## config.mk

```make
export PLATFORM = sky130hd
export DESIGN_NAME = selective_repeat_arq_controller_top
export DESIGN_NICKNAME = d
export VERILOG_FILES = /design/src/srarq_pkg.sv /design/src/srarq_front.sv /design/src/srarq_back.sv /design/src/selective_repeat_arq_controller_top.sv
export SDC_FILE = /design/constraint.sdc
export NUM_CORES = 1
export LEC_CHECK = 0
export BUFFER_PORTS_ARGS = -buffer_cell sky130_fd_sc_hd__buf_2
export CORE_MARGIN = 5
export CORE_UTILIZATION = 58
export DETAILED_ROUTE_END_ITERATION = 10
export PLACE_DENSITY = 0.8
export REMOVE_ABC_BUFFERS = 1
export SYNTH_ARGS = -nofsm -noshare
export SYNTH_HDL_FRONTEND = slang
export SYNTH_HIERARCHICAL = 1
export SYNTH_SLANG_ARGS = --single-unit
export TNS_END_PERCENT = 1
```

## constraint.sdc

```tcl
create_clock -name aclk -period 7.25 [get_ports aclk]
set_input_delay 1.0875 -clock aclk [delete_from_list [all_inputs] [get_ports aclk]]
set_output_delay 1.0875 -clock aclk [all_outputs]
set_load 0.02 [all_outputs]
```

## src/srarq_pkg.sv

```systemverilog
// package for the selective-repeat arq controller
// holds action, event, command and frame-kind codes and the back-end state type
// no dependencies
package srarq_pkg;

    localparam int ACT_W = 3;
    localparam int KIND_W = 2;
    localparam int CMD_W = 3;
    localparam int DUR_W = 16;

    typedef enum logic [2:0] {
        ACT_NET_READY  = 3'd0,
        ACT_PHYS_READY = 3'd1,
        ACT_FRAME      = 3'd2,
        ACT_DATA_TMO   = 3'd3,
        ACT_ACK_TMO    = 3'd4
    } action_t;

    typedef enum logic [2:0] {
        CMD_SEND       = 3'd0,
        CMD_START_DATA = 3'd1,
        CMD_STOP_DATA  = 3'd2,
        CMD_START_ACK  = 3'd3,
        CMD_STOP_ACK   = 3'd4,
        CMD_STORE      = 3'd5,
        CMD_DELIVER    = 3'd6,
        CMD_ENABLE     = 3'd7
    } command_t;

    localparam logic [1:0] KIND_DATA = 2'd0;
    localparam logic [1:0] KIND_ACK  = 2'd1;
    localparam logic [1:0] KIND_NAK  = 2'd2;

    // classified event codes passed from front to back
    typedef enum logic [2:0] {
        EV_NET       = 3'd0,
        EV_PHYS      = 3'd1,
        EV_BAD       = 3'd2,
        EV_DATA      = 3'd3,
        EV_NAK       = 3'd4,
        EV_ACKONLY   = 3'd5,
        EV_DATA_TMO  = 3'd6,
        EV_ACK_TMO   = 3'd7
    } event_t;

    // back-end sequencer states
    typedef enum logic [3:0] {
        ST_IDLE,
        ST_SEND,
        ST_START_DATA,
        ST_STOP_ACK,
        ST_RX_CHECK,
        ST_STORE,
        ST_DELIVER,
        ST_DELIVER_ACK,
        ST_ACK_LOOP,
        ST_ENABLE
    } state_t;

endpackage

```

## src/srarq_front.sv

```systemverilog
// front end: accepts event words and classifies them into queue entries
// depends on srarq_pkg
module srarq_front #(
    parameter int SEQ_BITS = 5
) (
    input  logic                aclk,
    input  logic                aresetn,
    input  logic                in_valid,
    output logic                in_ready,
    input  logic [2:0]          in_action,
    input  logic                in_good,
    input  logic [1:0]          in_kind,
    input  logic [SEQ_BITS-1:0] in_seq,
    input  logic [SEQ_BITS-1:0] in_ack,
    output logic                q_valid,
    input  logic                q_ready,
    output srarq_pkg::event_t   q_event,
    output logic                q_ignore,
    output logic [SEQ_BITS-1:0] q_seq,
    output logic [SEQ_BITS-1:0] q_ack
);

    localparam int DEPTH = 2;

    logic                valid_reg [DEPTH];
    srarq_pkg::event_t   ev_reg    [DEPTH];
    logic                ign_reg   [DEPTH];
    logic [SEQ_BITS-1:0] seq_reg   [DEPTH];
    logic [SEQ_BITS-1:0] ack_reg   [DEPTH];
    logic                wr_ptr_reg, rd_ptr_reg;
    srarq_pkg::event_t   ev_next;
    logic                ign_next;
    logic                push, pop;

    // classify the incoming event
    always_comb begin
        ev_next  = srarq_pkg::EV_NET;
        ign_next = 1'b0;
        unique case (in_action)
            srarq_pkg::ACT_NET_READY:  ev_next = srarq_pkg::EV_NET;
            srarq_pkg::ACT_PHYS_READY: ev_next = srarq_pkg::EV_PHYS;
            srarq_pkg::ACT_FRAME: begin
                if (!in_good)                            ev_next = srarq_pkg::EV_BAD;
                else if (in_kind == srarq_pkg::KIND_DATA) ev_next = srarq_pkg::EV_DATA;
                else if (in_kind == srarq_pkg::KIND_NAK)  ev_next = srarq_pkg::EV_NAK;
                else                                     ev_next = srarq_pkg::EV_ACKONLY;
            end
            srarq_pkg::ACT_DATA_TMO:   ev_next = srarq_pkg::EV_DATA_TMO;
            srarq_pkg::ACT_ACK_TMO:    ev_next = srarq_pkg::EV_ACK_TMO;
            default: begin
                ev_next  = srarq_pkg::EV_PHYS;
                ign_next = 1'b1;
            end
        endcase
    end

    assign in_ready = !valid_reg[wr_ptr_reg];
    assign push     = in_valid && in_ready;
    assign q_valid  = valid_reg[rd_ptr_reg];
    assign pop      = q_valid && q_ready;
    assign q_event  = ev_reg[rd_ptr_reg];
    assign q_ignore = ign_reg[rd_ptr_reg];
    assign q_seq    = seq_reg[rd_ptr_reg];
    assign q_ack    = ack_reg[rd_ptr_reg];

    // two-entry queue payload
    always_ff @(posedge aclk) begin
        if (push) begin
            ev_reg[wr_ptr_reg]  <= ev_next;
            ign_reg[wr_ptr_reg] <= ign_next;
            seq_reg[wr_ptr_reg] <= in_seq;
            ack_reg[wr_ptr_reg] <= in_ack;
        end
    end

    // queue control
    always_ff @(posedge aclk) begin
        if (!aresetn) begin
            valid_reg[0] <= 1'b0;
            valid_reg[1] <= 1'b0;
            wr_ptr_reg   <= 1'b0;
            rd_ptr_reg   <= 1'b0;
        end else begin
            if (push) begin
                valid_reg[wr_ptr_reg] <= 1'b1;
                wr_ptr_reg            <= !wr_ptr_reg;
            end
            if (pop) begin
                valid_reg[rd_ptr_reg] <= 1'b0;
                rd_ptr_reg            <= !rd_ptr_reg;
            end
        end
    end

`ifndef ASSERT_OFF
    // a push only lands on an empty entry, and each push or pop moves its pointer
    a_no_overflow: assert property (@(posedge aclk) disable iff (!aresetn)
        push |-> !valid_reg[wr_ptr_reg])
        else $error("queue overflow");
    a_pop_moves: assert property (@(posedge aclk) disable iff (!aresetn)
        pop |=> rd_ptr_reg != $past(rd_ptr_reg))
        else $error("read pointer stuck");
    a_push_moves: assert property (@(posedge aclk) disable iff (!aresetn)
        push |=> wr_ptr_reg != $past(wr_ptr_reg))
        else $error("write pointer stuck");
`endif

endmodule

```

## src/srarq_back.sv

```systemverilog
// back end: window state and command sequencer issuing registered command words; takes a new event only when idle
// depends on srarq_pkg
module srarq_back #(
    parameter int SEQ_BITS = 5,
    parameter int WINDOW   = 16
) (
    input  logic                      aclk,
    input  logic                      aresetn,
    input  logic                      cfg_we,
    input  logic                      cfg_idx,
    input  logic                      cfg_hit,
    input  logic [15:0]               cfg_data,
    input  logic                      q_valid,
    output logic                      q_ready,
    input  srarq_pkg::event_t         q_event,
    input  logic                      q_ignore,
    input  logic [SEQ_BITS-1:0]       q_seq,
    input  logic [SEQ_BITS-1:0]       q_ack,
    output logic                      m_valid,
    input  logic                      m_ready,
    output logic [2:0]                m_command,
    output logic [1:0]                m_out_kind,
    output logic [SEQ_BITS-1:0]       m_out_seq,
    output logic [SEQ_BITS-1:0]       m_out_ack,
    output logic [$clog2(WINDOW)-1:0] m_slot,
    output logic [15:0]               m_duration,
    output logic                      m_net_enable,
    output logic                      m_last
);

    localparam int SLOT_W = $clog2(WINDOW);
    localparam int CNT_W  = $clog2(WINDOW + 1);
    localparam logic [SEQ_BITS-1:0] SEQ_ONE = SEQ_BITS'(1);
    localparam logic [CNT_W-1:0] WIN_CNT = CNT_W'(WINDOW);

    // window state
    logic [SEQ_BITS-1:0] nts_reg, nts_next;
    logic [SEQ_BITS-1:0] ae_reg, ae_next;
    logic [SEQ_BITS-1:0] fe_reg, fe_next;
    logic [SEQ_BITS-1:0] tf_reg, tf_next;
    logic [CNT_W-1:0]    out_reg, out_next;
    logic                phys_reg, phys_next;
    logic                nak_reg, nak_next;
    logic [WINDOW-1:0]   arr_reg, arr_next;
    logic [15:0]         dto_reg, ato_reg;

    // current item
    srarq_pkg::state_t   state_reg, state_next;
    srarq_pkg::event_t   ev_reg, ev_next;
    logic [SEQ_BITS-1:0] seq_reg, seq_next;
    logic [SEQ_BITS-1:0] ack_reg, ack_next;
    logic [1:0]          skind_reg, skind_next;
    logic [SEQ_BITS-1:0] sseq_reg, sseq_next;

    // output register
    logic                valid_reg, valid_next;
    logic [2:0]          cmd_reg, cmd_next;
    logic [1:0]          kind_reg, kind_next;
    logic [SEQ_BITS-1:0] oseq_reg, oseq_next;
    logic [SEQ_BITS-1:0] oack_reg, oack_next;
    logic [SLOT_W-1:0]   slot_reg, slot_next;
    logic [15:0]         dur_reg, dur_next;
    logic                en_reg, en_next;
    logic                last_reg, last_next;

    logic                can_emit;
    logic [SLOT_W-1:0]   seq_slot, fe_slot, ae_slot, ss_slot;
    logic                rx_in, ack_in, nak_in;

    function automatic logic in_win(input logic [SEQ_BITS-1:0] a,
                                    input logic [SEQ_BITS-1:0] b,
                                    input logic [SEQ_BITS-1:0] c);
        in_win = ((a <= b) && (b < c)) || ((c < a) && (a <= b)) || ((b < c) && (c < a));
    endfunction

    assign can_emit = !valid_reg || m_ready;
    assign seq_slot = seq_reg[SLOT_W-1:0];
    assign fe_slot  = fe_reg[SLOT_W-1:0];
    assign ae_slot  = ae_reg[SLOT_W-1:0];
    assign ss_slot  = sseq_reg[SLOT_W-1:0];
    assign rx_in    = in_win(fe_reg, seq_reg, tf_reg) && !arr_reg[seq_slot];
    assign ack_in   = in_win(ae_reg, ack_reg, nts_reg);
    assign nak_in   = in_win(ae_reg, ack_reg + SEQ_ONE, nts_reg);
    assign q_ready  = (state_reg == srarq_pkg::ST_IDLE);

    // next state
    always_comb begin
        state_next = state_reg;
        unique case (state_reg)
            srarq_pkg::ST_IDLE: begin
                if (q_valid) begin
                    if (q_ignore) state_next = srarq_pkg::ST_ENABLE;
                    else begin
                        unique case (q_event)
                            srarq_pkg::EV_NET: state_next = (out_reg < WIN_CNT)
                                ? srarq_pkg::ST_SEND : srarq_pkg::ST_ENABLE;
                            srarq_pkg::EV_PHYS: state_next = srarq_pkg::ST_ENABLE;
                            srarq_pkg::EV_BAD: state_next = nak_reg
                                ? srarq_pkg::ST_SEND : srarq_pkg::ST_ENABLE;
                            srarq_pkg::EV_DATA: state_next = (q_seq != fe_reg && nak_reg)
                                ? srarq_pkg::ST_SEND : srarq_pkg::ST_RX_CHECK;
                            srarq_pkg::EV_NAK: state_next = srarq_pkg::ST_ACK_LOOP;
                            srarq_pkg::EV_ACKONLY: state_next = srarq_pkg::ST_ACK_LOOP;
                            srarq_pkg::EV_DATA_TMO: state_next = srarq_pkg::ST_SEND;
                            srarq_pkg::EV_ACK_TMO: state_next = srarq_pkg::ST_SEND;
                            default: state_next = srarq_pkg::ST_ENABLE;
                        endcase
                    end
                end
            end
            srarq_pkg::ST_SEND: if (can_emit) state_next = (skind_reg == srarq_pkg::KIND_DATA)
                ? srarq_pkg::ST_START_DATA : srarq_pkg::ST_STOP_ACK;
            srarq_pkg::ST_START_DATA: if (can_emit) state_next = srarq_pkg::ST_STOP_ACK;
            srarq_pkg::ST_STOP_ACK: if (can_emit) begin
                priority case (ev_reg)
                    srarq_pkg::EV_DATA: state_next = srarq_pkg::ST_STORE;
                    srarq_pkg::EV_NAK: state_next = srarq_pkg::ST_ACK_LOOP;
                    default: state_next = srarq_pkg::ST_ENABLE;
                endcase
            end
            // start ack timer for an in-order frame, or for any data frame while no new nak may be sent
            srarq_pkg::ST_RX_CHECK: if (can_emit) state_next = srarq_pkg::ST_STORE;
            srarq_pkg::ST_STORE: begin
                if (!rx_in) state_next = srarq_pkg::ST_ACK_LOOP;
                else if (can_emit) state_next = srarq_pkg::ST_DELIVER;
            end
            srarq_pkg::ST_DELIVER: begin
                if (!arr_reg[fe_slot]) state_next = srarq_pkg::ST_ACK_LOOP;
                else if (can_emit) state_next = srarq_pkg::ST_DELIVER_ACK;
            end
            srarq_pkg::ST_DELIVER_ACK: if (can_emit) state_next = srarq_pkg::ST_DELIVER;
            srarq_pkg::ST_ACK_LOOP: begin
                if (ev_reg == srarq_pkg::EV_NAK && skind_reg != srarq_pkg::KIND_ACK) begin
                    state_next = srarq_pkg::ST_ACK_LOOP;
                    if (nak_in) state_next = srarq_pkg::ST_SEND;
                end else if (!ack_in) state_next = srarq_pkg::ST_ENABLE;
            end
            srarq_pkg::ST_ENABLE: if (can_emit) state_next = srarq_pkg::ST_IDLE;
            default: state_next = srarq_pkg::ST_IDLE;
        endcase
    end

    // datapath and command words
    always_comb begin
        nts_next   = nts_reg;
        ae_next    = ae_reg;
        fe_next    = fe_reg;
        tf_next    = tf_reg;
        out_next   = out_reg;
        phys_next  = phys_reg;
        nak_next   = nak_reg;
        arr_next   = arr_reg;
        ev_next    = ev_reg;
        seq_next   = seq_reg;
        ack_next   = ack_reg;
        skind_next = skind_reg;
        sseq_next  = sseq_reg;
        valid_next = valid_reg && !m_ready;
        cmd_next   = cmd_reg;
        kind_next  = kind_reg;
        oseq_next  = oseq_reg;
        oack_next  = oack_reg;
        slot_next  = slot_reg;
        dur_next   = dur_reg;
        en_next    = en_reg;
        last_next  = last_reg;
        if (can_emit) begin
            cmd_next  = srarq_pkg::CMD_ENABLE;
            kind_next = '0;
            oseq_next = '0;
            oack_next = '0;
            slot_next = '0;
            dur_next  = '0;
            en_next   = 1'b0;
            last_next = 1'b0;
        end
        unique case (state_reg)
            srarq_pkg::ST_IDLE: begin
                if (q_valid) begin
                    ev_next    = q_event;
                    seq_next   = q_seq;
                    ack_next   = q_ack;
                    skind_next = srarq_pkg::KIND_NAK;
                    sseq_next  = '0;
                    if (!q_ignore) begin
                        unique case (q_event)
                            srarq_pkg::EV_NET: begin
                                skind_next = srarq_pkg::KIND_DATA;
                                sseq_next  = nts_reg;
                                if (out_reg < WIN_CNT) begin
                                    out_next = out_reg + CNT_W'(1);
                                    nts_next = nts_reg + SEQ_ONE;
                                end
                            end
                            srarq_pkg::EV_PHYS: phys_next = 1'b1;
                            srarq_pkg::EV_DATA_TMO: begin
                                skind_next = srarq_pkg::KIND_DATA;
                                sseq_next  = ae_reg;
                            end
                            srarq_pkg::EV_ACK_TMO: skind_next = srarq_pkg::KIND_ACK;
                            default: skind_next = srarq_pkg::KIND_NAK;
                        endcase
                    end
                end
            end
            srarq_pkg::ST_SEND: if (can_emit) begin
                valid_next = 1'b1;
                cmd_next   = srarq_pkg::CMD_SEND;
                kind_next  = skind_reg;
                oack_next  = fe_reg - SEQ_ONE;
                phys_next  = 1'b0;
                if (skind_reg == srarq_pkg::KIND_DATA) begin
                    oseq_next = sseq_reg;
                    slot_next = ss_slot;
                end
                if (skind_reg == srarq_pkg::KIND_NAK) nak_next = 1'b0;
            end
            srarq_pkg::ST_START_DATA: if (can_emit) begin
                valid_next = 1'b1;
                cmd_next   = srarq_pkg::CMD_START_DATA;
                slot_next  = ss_slot;
                dur_next   = dto_reg;
            end
            srarq_pkg::ST_STOP_ACK: if (can_emit) begin
                valid_next = 1'b1;
                cmd_next   = srarq_pkg::CMD_STOP_ACK;
                // nak resend done: mark so the ack loop runs next
                skind_next = srarq_pkg::KIND_ACK;
            end
            srarq_pkg::ST_RX_CHECK, srarq_pkg::ST_DELIVER_ACK: if (can_emit) begin
                valid_next = 1'b1;
                cmd_next   = srarq_pkg::CMD_START_ACK;
                dur_next   = ato_reg;
            end
            srarq_pkg::ST_STORE: if (rx_in && can_emit) begin
                valid_next         = 1'b1;
                cmd_next           = srarq_pkg::CMD_STORE;
                slot_next          = seq_slot;
                arr_next[seq_slot] = 1'b1;
            end
            srarq_pkg::ST_DELIVER: if (arr_reg[fe_slot] && can_emit) begin
                valid_next        = 1'b1;
                cmd_next          = srarq_pkg::CMD_DELIVER;
                slot_next         = fe_slot;
                nak_next          = 1'b1;
                arr_next[fe_slot] = 1'b0;
                fe_next           = fe_reg + SEQ_ONE;
                tf_next           = tf_reg + SEQ_ONE;
            end
            srarq_pkg::ST_ACK_LOOP: begin
                if (ev_reg == srarq_pkg::EV_NAK && skind_reg != srarq_pkg::KIND_ACK) begin
                    // first pass decides on the resend
                    skind_next = srarq_pkg::KIND_ACK;
                    if (nak_in) begin
                        skind_next = srarq_pkg::KIND_DATA;
                        sseq_next  = ack_reg + SEQ_ONE;
                    end
                end else if (ack_in && can_emit) begin
                    valid_next = 1'b1;
                    cmd_next   = srarq_pkg::CMD_STOP_DATA;
                    slot_next  = ae_slot;
                    ae_next    = ae_reg + SEQ_ONE;
                    if (out_reg != '0) out_next = out_reg - CNT_W'(1);
                end
            end
            srarq_pkg::ST_ENABLE: if (can_emit) begin
                valid_next = 1'b1;
                cmd_next   = srarq_pkg::CMD_ENABLE;
                en_next    = (out_reg < WIN_CNT) && phys_reg;
                last_next  = 1'b1;
            end
            default: ;
        endcase
    end

    // control and state registers
    always_ff @(posedge aclk) begin
        if (!aresetn) begin
            state_reg <= srarq_pkg::ST_IDLE;
            valid_reg <= 1'b0;
            nts_reg   <= '0;
            ae_reg    <= '0;
            fe_reg    <= '0;
            tf_reg    <= SEQ_BITS'(WINDOW);
            out_reg   <= '0;
            phys_reg  <= 1'b0;
            nak_reg   <= 1'b1;
            arr_reg   <= '0;
            dto_reg   <= 16'd2800;
            ato_reg   <= 16'd300;
            skind_reg <= srarq_pkg::KIND_NAK;
        end else begin
            state_reg <= state_next;
            valid_reg <= valid_next;
            nts_reg   <= nts_next;
            ae_reg    <= ae_next;
            fe_reg    <= fe_next;
            tf_reg    <= tf_next;
            out_reg   <= out_next;
            phys_reg  <= phys_next;
            nak_reg   <= nak_next;
            arr_reg   <= arr_next;
            skind_reg <= skind_next;
            if (cfg_we && cfg_hit && !cfg_idx) dto_reg <= cfg_data;
            if (cfg_we && cfg_hit && cfg_idx)  ato_reg <= cfg_data;
        end
    end

    // item and output payload
    always_ff @(posedge aclk) begin
        ev_reg   <= ev_next;
        seq_reg  <= seq_next;
        ack_reg  <= ack_next;
        sseq_reg <= sseq_next;
        cmd_reg  <= cmd_next;
        kind_reg <= kind_next;
        oseq_reg <= oseq_next;
        oack_reg <= oack_next;
        slot_reg <= slot_next;
        dur_reg  <= dur_next;
        en_reg   <= en_next;
        last_reg <= last_next;
    end

    assign m_valid      = valid_reg;
    assign m_command    = cmd_reg;
    assign m_out_kind   = kind_reg;
    assign m_out_seq    = oseq_reg;
    assign m_out_ack    = oack_reg;
    assign m_slot       = slot_reg;
    assign m_duration   = dur_reg;
    assign m_net_enable = en_reg;
    assign m_last       = last_reg;

`ifndef ASSERT_OFF
    a_out_sat: assert property (@(posedge aclk) disable iff (!aresetn)
        out_reg <= WIN_CNT)
        else $error("outstanding above window");
    a_last_enable: assert property (@(posedge aclk) disable iff (!aresetn)
        (valid_reg && last_reg) |-> cmd_reg == srarq_pkg::CMD_ENABLE)
        else $error("last word is not enable status");
    a_idle_ready: assert property (@(posedge aclk) disable iff (!aresetn)
        (q_valid && q_ready) |=> state_reg != srarq_pkg::ST_IDLE)
        else $error("accepted item not started");
`endif

endmodule

```

## src/selective_repeat_arq_controller_top.sv

```systemverilog
// selective-repeat arq control engine, top level
// an accepted event word is queued, taken by the back end when idle and turned into registered
// command words that are held while the output stalls; a new event is taken only after
// the last one's enable word, passing states for the good-frame ack scan exit, nak resend check and a
// data frame's store or delivery check; reset: aresetn synchronous active low resets edges, flags and queue
// depends on srarq_pkg, srarq_front, srarq_back
module selective_repeat_arq_controller_top #(
    parameter int SEQ_BITS = 5,
    parameter int WINDOW   = 16
) (
    input  logic                      aclk,
    input  logic                      aresetn,
    input  logic                      cfg_we,
    input  logic                      cfg_index,
    input  logic [15:0]               cfg_data,
    input  logic                      s_valid,
    output logic                      s_ready,
    input  logic [2:0]                s_action,
    input  logic                      s_frame_good,
    input  logic [1:0]                s_frame_kind,
    input  logic [SEQ_BITS-1:0]       s_frame_seq,
    input  logic [SEQ_BITS-1:0]       s_frame_ack,
    output logic                      m_valid,
    input  logic                      m_ready,
    output logic [2:0]                m_command,
    output logic [1:0]                m_out_kind,
    output logic [SEQ_BITS-1:0]       m_out_seq,
    output logic [SEQ_BITS-1:0]       m_out_ack,
    output logic [$clog2(WINDOW)-1:0] m_slot,
    output logic [15:0]               m_duration,
    output logic                      m_net_enable,
    output logic                      m_last
);

    logic                q_valid, q_ready, q_ignore;
    srarq_pkg::event_t   q_event;
    logic [SEQ_BITS-1:0] q_seq, q_ack;

    // event classification and queue
    srarq_front #(.SEQ_BITS(SEQ_BITS)) u_front (
        .aclk(aclk), .aresetn(aresetn),
        .in_valid(s_valid), .in_ready(s_ready),
        .in_action(s_action), .in_good(s_frame_good), .in_kind(s_frame_kind),
        .in_seq(s_frame_seq), .in_ack(s_frame_ack),
        .q_valid(q_valid), .q_ready(q_ready), .q_event(q_event),
        .q_ignore(q_ignore), .q_seq(q_seq), .q_ack(q_ack)
    );

    // window state and command sequencer
    srarq_back #(.SEQ_BITS(SEQ_BITS), .WINDOW(WINDOW)) u_back (
        .aclk(aclk), .aresetn(aresetn),
        .cfg_we(cfg_we), .cfg_idx(cfg_index), .cfg_hit(1'b1), .cfg_data(cfg_data),
        .q_valid(q_valid), .q_ready(q_ready), .q_event(q_event),
        .q_ignore(q_ignore), .q_seq(q_seq), .q_ack(q_ack),
        .m_valid(m_valid), .m_ready(m_ready), .m_command(m_command),
        .m_out_kind(m_out_kind), .m_out_seq(m_out_seq), .m_out_ack(m_out_ack),
        .m_slot(m_slot), .m_duration(m_duration), .m_net_enable(m_net_enable),
        .m_last(m_last)
    );

endmodule
```

======== Yosys cells after proc, flatten, opt, wreduce, memory -nomap -nowiden ========
Memories as Yosys holds them, arrays and structs flattened. A register that Yosys moved wholly into a read port is not among the register bits.
Index checks and enable logic that the tools add are counted.
word-level totals
  register bits after elaboration ......... 134
  bits in latches ......................... 0
  bits in writable memories ............... 30
  ROM bits ................................ 0
  input bits .............................. 38
  logic and storage cells ................. 307
  memories ................................ 5
cells by class
  $add $sub $neg .......................... 8
  multipliers ............................. 0
  div/mod/pow operators ................... 0
  order comparisons ....................... 13
  eq/ne operators ......................... 46
  shift operators ......................... 0
  mux-type cells .......................... 137
  bitwise logic cells ..................... 5
  reduce and logical (&&, ||, !) cells .... 67
memory list
  memory             depth  width  read ports  clocked after Yosys merged registers in  wr ports  RTL line           text
  u_front.ack_reg    2      5      1           1                                        1         srarq_front.sv:29  logic [SEQ_BITS-1:0] ack_reg [DEPTH];
  u_front.seq_reg    2      5      1           1                                        1         srarq_front.sv:28  logic [SEQ_BITS-1:0] seq_reg [DEPTH];
  u_front.ev_reg     2      3      1           1                                        1         srarq_front.sv:26  srarq_pkg::event_t ev_reg [DEPTH];
  u_front.ign_reg    2      1      1           1                                        1         srarq_front.sv:27  logic ign_reg [DEPTH];
  u_front.valid_reg  2      1      2           2                                        2         srarq_front.sv:25  logic valid_reg [DEPTH];
operators by type and width
  cell                                                   number
  2-to-1 mux 4 bit                                       24
  2-to-1 mux 5 bit                                       18
  2-to-1 mux 16 bit                                      5
  one-hot mux 16 bit (2 select lines)                    2
  2-to-1 mux 1 bit                                       50
  one-hot mux 4 bit (10 select lines)                    1
  2-to-1 mux 3 bit                                       13
  inequality test 2 x 1 -> 1 bit, second input constant  17
  adder 5 x 1 -> 5 bit, second input constant            6
  one-hot mux 5 bit (2 select lines)                     3
  less-than comparator 5 bit                             5
  one-hot mux 3 bit (8 select lines)                     1
  one-hot mux 4 bit (6 select lines)                     1
  logical AND 1 bit                                      23
  one-hot mux 4 bit (5 select lines)                     1
  equality test 3 bit, second input constant             6
  bitwise AND 16 bit                                     1
  equality test 4 x 3 -> 1 bit, second input constant    4
  inverter 16 bit                                        1
  OR 16 bit                                              1
  AND reduction 8 bit                                    2
  equality test 3 x 2 -> 1 bit, second input constant    5
  <= comparator 5 bit                                    3
  2-to-1 mux 2 bit                                       7
  other kinds (38)                                       76

======== Logic depth before layout (Yosys ltp) ========
  depth after elaboration ................. 8
  gate-level depth with buffers ........... 11
  mapped depth without buffers ............ 10

======== Hierarchy ========
The synthesis kept the hierarchy.
by module, submodules not included
  module                               instances  cells each  area each (um^2)
  srarq_back                           1          871         7494.7
  srarq_front                          1          86          1350.0
  selective_repeat_arq_controller_top  1          1           3.8

======== Worst setup path before layout ========
OpenSTA, ideal clock, no wires.
  path kind ............................... flip-flop to flip-flop
  start point ............................. register u_back.fe_reg[3]
  end point ............................... register u_back.arr_reg[0]
  library setup time ...................... 0.117 ns
  arrival ................................. 2.595 ns
  slack ................................... 4.538 ns
  cell stages (with the launch flop) ...... 12
  path buffers ............................ 3
  period minus slack after synthesis ...... 2.712 ns
  path through ............................ dfxtp_1 -> buf_2 -> buf_1 -> inv_1 -> ha_1 -> o211ai_1 -> o21a_1 -> maj3_1 -> and3_1 -> clkbuf_1 -> and3_1 -> a32o_1
between the ends
  cells in the longest elaborated chain, start to end .. 8
  elaborated cells on any way between the ends .. 24
  classes of those cells .................. 4 x order compare; 2 x eq/ne; 6 x mux; 2 x bitwise; 10 x reduce/logical
RTL lines
  item                                                                               RTL line                             text
  start, declared                                                                    srarq_back.sv:39                     logic [SEQ_BITS-1:0] fe_reg, fe_next;
  start signal, assigned                                                             srarq_back.sv:297                    fe_reg <= fe_next;
  less-than comparator 4 x 5 -> 1 bit (implied by the code) (tied with other cells)  srarq_back.sv:246                    arr_next[fe_slot] = 1'b0;
  logical AND 1 bit, on equally long branches                                        srarq_back.sv:246, srarq_back.sv:73
  2-to-1 mux 1 bit (implied by the code) or logical OR 1 bit (tied branches)         srarq_back.sv:246, srarq_back.sv:73
  demux 1 bit (select 4 bit) or logical OR 1 bit (tied branches)                     -
  inverter 16 bit (no line) or logical AND 1 bit (tied branches)                     -
  bitwise AND 16 bit (no line) or logical AND 1 bit (tied branches)                  -
  2-to-1 mux 16 bit or inequality test 2 x 1 -> 1 bit (tied branches)                -
  one-hot mux 16 bit (2 select lines) or AND reduction 3 bit (tied branches)         -
  end signal, assigned                                                               srarq_back.sv:302                    arr_reg <= arr_next;
  end, declared                                                                      srarq_back.sv:44                     logic [WINDOW-1:0] arr_reg, arr_next;
Parallel ways exist; a longest one is shown, timed or not. The select of a mux whose other input is x is not followed.
A chain may end at the register's enable or synchronous reset.

======== Worst setup path in the final report ========
  start point ............................. register u_back.fe_reg[2]
  end point ............................... register u_back.arr_reg[8]
The elaborated chain is that of the path after synthesis.

==> summary.json <==
{
  "largest_family_of_logic_cells_by_synthesized_area": {"value": "simple AND/OR/NAND/NOR gates"},
  "critical_path_arrival": {"value": 3.41, "unit": "ns"},
  "number_of_synthesized_flops_with_an_enable_pin": {"value": 60},
  "finalMaxSlewViolations": {"value": 0},
  "synth_cells": {"value": 958},
  "drt-total-wl": {"value": 21200, "unit": "um"},
  "path_cells": {"value": "inv_1 -> ha_1 -> o211ai_1 -> o21a_1 -> maj3_1 -> and3_1 -> and3_1 -> a32o_1"},
  "yosys.area_share.adder": {"value": 6.39, "unit": "%"},
  "netlist.top_cell.by_area": {"value": "dfxtp_1"},
  "timing.max_cap.violations": {"value": 0},
  "worst-path-max-fanout": {"value": 19},
  "synth_async_sr_flop_share": {"value": 0, "unit": "%"},
  "total_switching_power": {"value": 1.08, "unit": "mW"},
  "compound_cell_area_share_of_the_yosys_netlist": {"value": 16.8, "unit": "%"},
  "dieWidth": {"value": 134, "unit": "um"},
  "clk_path_buf_depth": {"value": 2},
  "combinationalPowerShare": {"value": 28.3, "unit": "%"},
  "layout_area_overhead": {"value": 11.8, "unit": "%"},
  "antenna_cells": {"value": 0},
  "clock_tree.root_cell": {"value": "clkbuf_16"},
  "timing.reg2reg.worst_path_depth": {"value": 8},
  "synth_top_area_share": {"value": 25.1, "unit": "%"},
  "p_int": {"value": 1.96, "unit": "mW"},
  "ys_dominant_reg_cell": {"value": "dfxtp_1"},
  "mappedNetlistArea": {"value": 8850, "unit": "um^2"},
  "timing.max_slew.rel_slack": {"value": 21.4, "unit": "%"},
  "cts.clk_slew.worst_paths": {"value": 0.07, "unit": "ns"},
  "drt_first_pass_iters": {"value": 7},
  "io_pins": {"value": 77},
  "rows": {"value": 45},
  "seq_area_frac_synth": {"value": 45.5, "unit": "%"},
  "worstReg2RegStart": {"value": "u_back/fe_reg[2]"},
  "hold_violations": {"value": 0},
  "achievable-frequency": {"value": 323, "unit": "MHz"},
  "crit_path_start_kind": {"value": "flop"},
  "antenna_violating_nets_post_route": {"value": 0},
  "skew": {"value": 0.00779, "unit": "ns"},
  "synth_mux_area_share": {"value": 5.30, "unit": "%"},
  "ys.warnings.count": {"value": 6},
  "vdd.ir_drop.worst": {"value": 0.230, "unit": "mV"},
  "cts-htree-levels": {"value": 4},
  "core_area": {"value": 15100, "unit": "um^2"},
  "floorplan_die_area": {"value": 17800, "unit": "um^2"},
  "cts.sink_count": {"value": 171},
  "postCtsResizedCells": {"value": 0},
  "worst_slew_pin_slew": {"value": 1.17, "unit": "ns"},
  "rsz_0062_raised_after_global_routing": {"value": "false"},
  "sequentialPowerShare": {"value": 41.9, "unit": "%"},
  "run_status": {"value": "completed"},
  "timing.final.crit_period": {"value": 3.09, "unit": "ns"},
  "first_pass_grt_wire_length": {"value": 34500, "unit": "um"},
  "timing.hold.worst.class": {"value": "reg -> reg"},
  "avgViaCountPerCell": {"value": 6.12},
  "cts_made_buffers": {"value": 17},
  "total_leakage_power": {"value": 3.95, "unit": "nW"},
  "clock_latency": {"value": 0.43, "unit": "ns"},
  "place.gp.congestion": {"value": 0.898},
  "dp_hpwl": {"value": 14600, "unit": "um"},
  "nNetsFinal": {"value": 1087},
  "die-height": {"value": 134, "unit": "um"},
  "area_share_of_xor_xnor_cells_in_the_synthesized_design": {"value": 3.27, "unit": "%"},
  "post_cts_setup_buffer_count": {"value": 0},
  "max_stage_delay": {"value": 0.89, "unit": "ns"},
  "final-setup-viol-count": {"value": 0},
  "finalInstanceArea": {"value": 9900, "unit": "um^2"},
  "antenna_violations_before_repair": {"value": 0},
  "combined_global_route_utilization_of_all_metal_layers": {"value": 23.9, "unit": "%"},
  "dr_total_vias": {"value": 7392},
  "drcViolationCount": {"value": 0},
  "yosys_register_bits": {"value": 171},
  "post_route_cells_drive_above_1_share": {"value": 15.1, "unit": "%"},
  "cts_tree": {"value": "yes"},
  "grt_pass1_vias": {"value": 6929},
  "setup.reg_to_reg.worst_slack": {"value": 4.16, "unit": "ns"},
  "worst_path_max_delay_cell": {"value": "dfxtp_1"},
  "global_route.overflow_total": {"value": 0},
  "setup.worst_path.end_class": {"value": "flop"},
  "crit_top_cell": {"value": "and3_1"},
  "power_frac_clock": {"value": 29.8, "unit": "%"},
  "placed_area": {"value": 9290, "unit": "um^2"},
  "cts.hold.buffers_added": {"value": 0},
  "first_iter_violations": {"value": 734},
  "setup.worst_path.start": {"value": "u_back/fe_reg[2]"},
  "timing.final.crit_share": {"value": 42.7, "unit": "%"},
  "data_required_time_at_the_worst_endpoint": {"value": 7.57, "unit": "ns"},
  "list_of_most_frequent_post_synthesis_cells": {"value": "nand2_1 (128), dfxtp_1 (111), nor2_1 (95), edfxtp_1 (60), a21oi_1 (57)"},
  "synth-simple-area-share": {"value": 17.9, "unit": "%"},
  "final.setup.tns": {"value": 0, "unit": "ns"},
  "ys_top_cells_by_area": {"value": "dfxtp_1 (25%), edfxtp_1 (20%), ha_1 (5.9%)"},
  "post-synth-top-count-cell": {"value": "nand2_1"},
  "post_drt_wl_per_cell": {"value": 17.6, "unit": "um"},
  "grt_start_max_net_pins": {"value": 54},
  "initial_util": {"value": 58.6, "unit": "%"},
  "critical_path.endpoint": {"value": "u_back/arr_reg[8]"},
  "r2r_endpoint": {"value": "u_back/arr_reg[8]"},
  "critPathKind": {"value": "reg -> reg"},
  "power_per_cell_area": {"value": 307, "unit": "nW/um^2"},
  "power_switching_share": {"value": 35.5, "unit": "%"},
  "syn_area_per_cell": {"value": 9.24, "unit": "um^2"},
  "synth_cell_type_count": {"value": 77},
  "io_buf_count": {"value": 76}
}
==> critical path, delay by kind of cell (launching register included) <==
family,cells,cell delay [ns]
DFF,1,0.89
adders and majority gates,2,0.77
and+or+nand+nor,2,0.60
AOI/OAI and AO/OA,3,0.50
buffers and inverters,1,0.23
==> layout make-up <==
cell class                 instances  area [um^2]
fill                            1227         5190
multi-input combinational        683         4410
sequential                       171         4020
clock buffer                      19          464
timing repair buffer              83          433
tap                              188          235
inverter                          50          188
clock inverter                    13          141
==> layer usage <==
metal	vias up	track usage [%]	routed length, um
met5	-	0	0
met4	0	8.00	331
met3	34	4.72	1700
met2	341	38.7	10100
met1	3476	32.3	9060
li1	3541	-	-
==> per-stage QoR <==
stage	setup slack [ns]	total power, mW	instances	hold WS (ns)	util [%]
2_1_floorplan	3.41	1.87	904	0.435	-
3_3_place_gp	4.07	2.12	1175	0.442	61.6
3_5_place_dp	4.01	2.14	1175	0.450	61.6
4_1_cts	4.20	3.04	1207	0.460	65.6
5_1_grt	3.99	3.20	1207	0.476	65.6
6_report	4.16	3.04	1207	0.460	65.6
==> power groups by stage <==
stage	logic (mW)	registers (mW)	clock network, mW
2_1_floorplan	0.515	1.35	0
3_3_place_gp	0.834	1.28	0
3_5_place_dp	0.851	1.29	0
4_1_cts	0.855	1.27	0.921
5_1_grt	0.947	1.29	0.969
6_report	0.860	1.27	0.905
==> cells in the final DEF (no fill, tap or decap), types with 8 or more instances in the layout <==
master	netlist	layout
nand3_1	37	37
a22oi_1	10	10
mux2i_1	12	12
o21ai_0	21	21
inv_1	42	42
mux2_2	17	17
ha_1	42	42
edfxtp_1	60	60
a21oi_1	57	57
nor2_1	95	95
clkbuf_16	0	18
and2_1	8	8
nor2b_1	13	12
a31oi_1	19	19
a21o_1	8	8
nand2_1	128	128
xnor2_1	33	33
a221oi_1	18	18
nand2b_1	13	13
o21ai_1	10	10
buf_2	7	76
dfxtp_1	111	111
nand4_1	16	16
nor3_1	16	15
==> how the worst min path moves through the flow <==
stage	to	from	depth (start not counted)
after detailed placement	u_back/ato_reg[7]	u_back/ato_reg[7]	2
after global routing	u_back/ato_reg[15]	u_back/ato_reg[15]	2
after CTS	u_back/ato_reg[7]	u_back/ato_reg[7]	2
after floorplan	u_front/valid_reg[1]	u_front/rd_ptr_reg	1
final	u_back/ato_reg[7]	u_back/ato_reg[7]	2
after global placement	u_back/ato_reg[15]	u_back/ato_reg[15]	2
==> cell families (layout without fill, tap and decap cells) <==
kind of cell	after synthesis	in the layout
AO/OA/AOI/OAI	217	217
buffers and inverters	106	165
flip-flops	171	171
AND/OR/NAND/NOR	348	348
XOR/XNOR	33	33
other	1	3
multiplexers	37	37
adder cells (fa/ha/maj)	45	45
No activity file was read; power rests on OpenSTA's default activity.
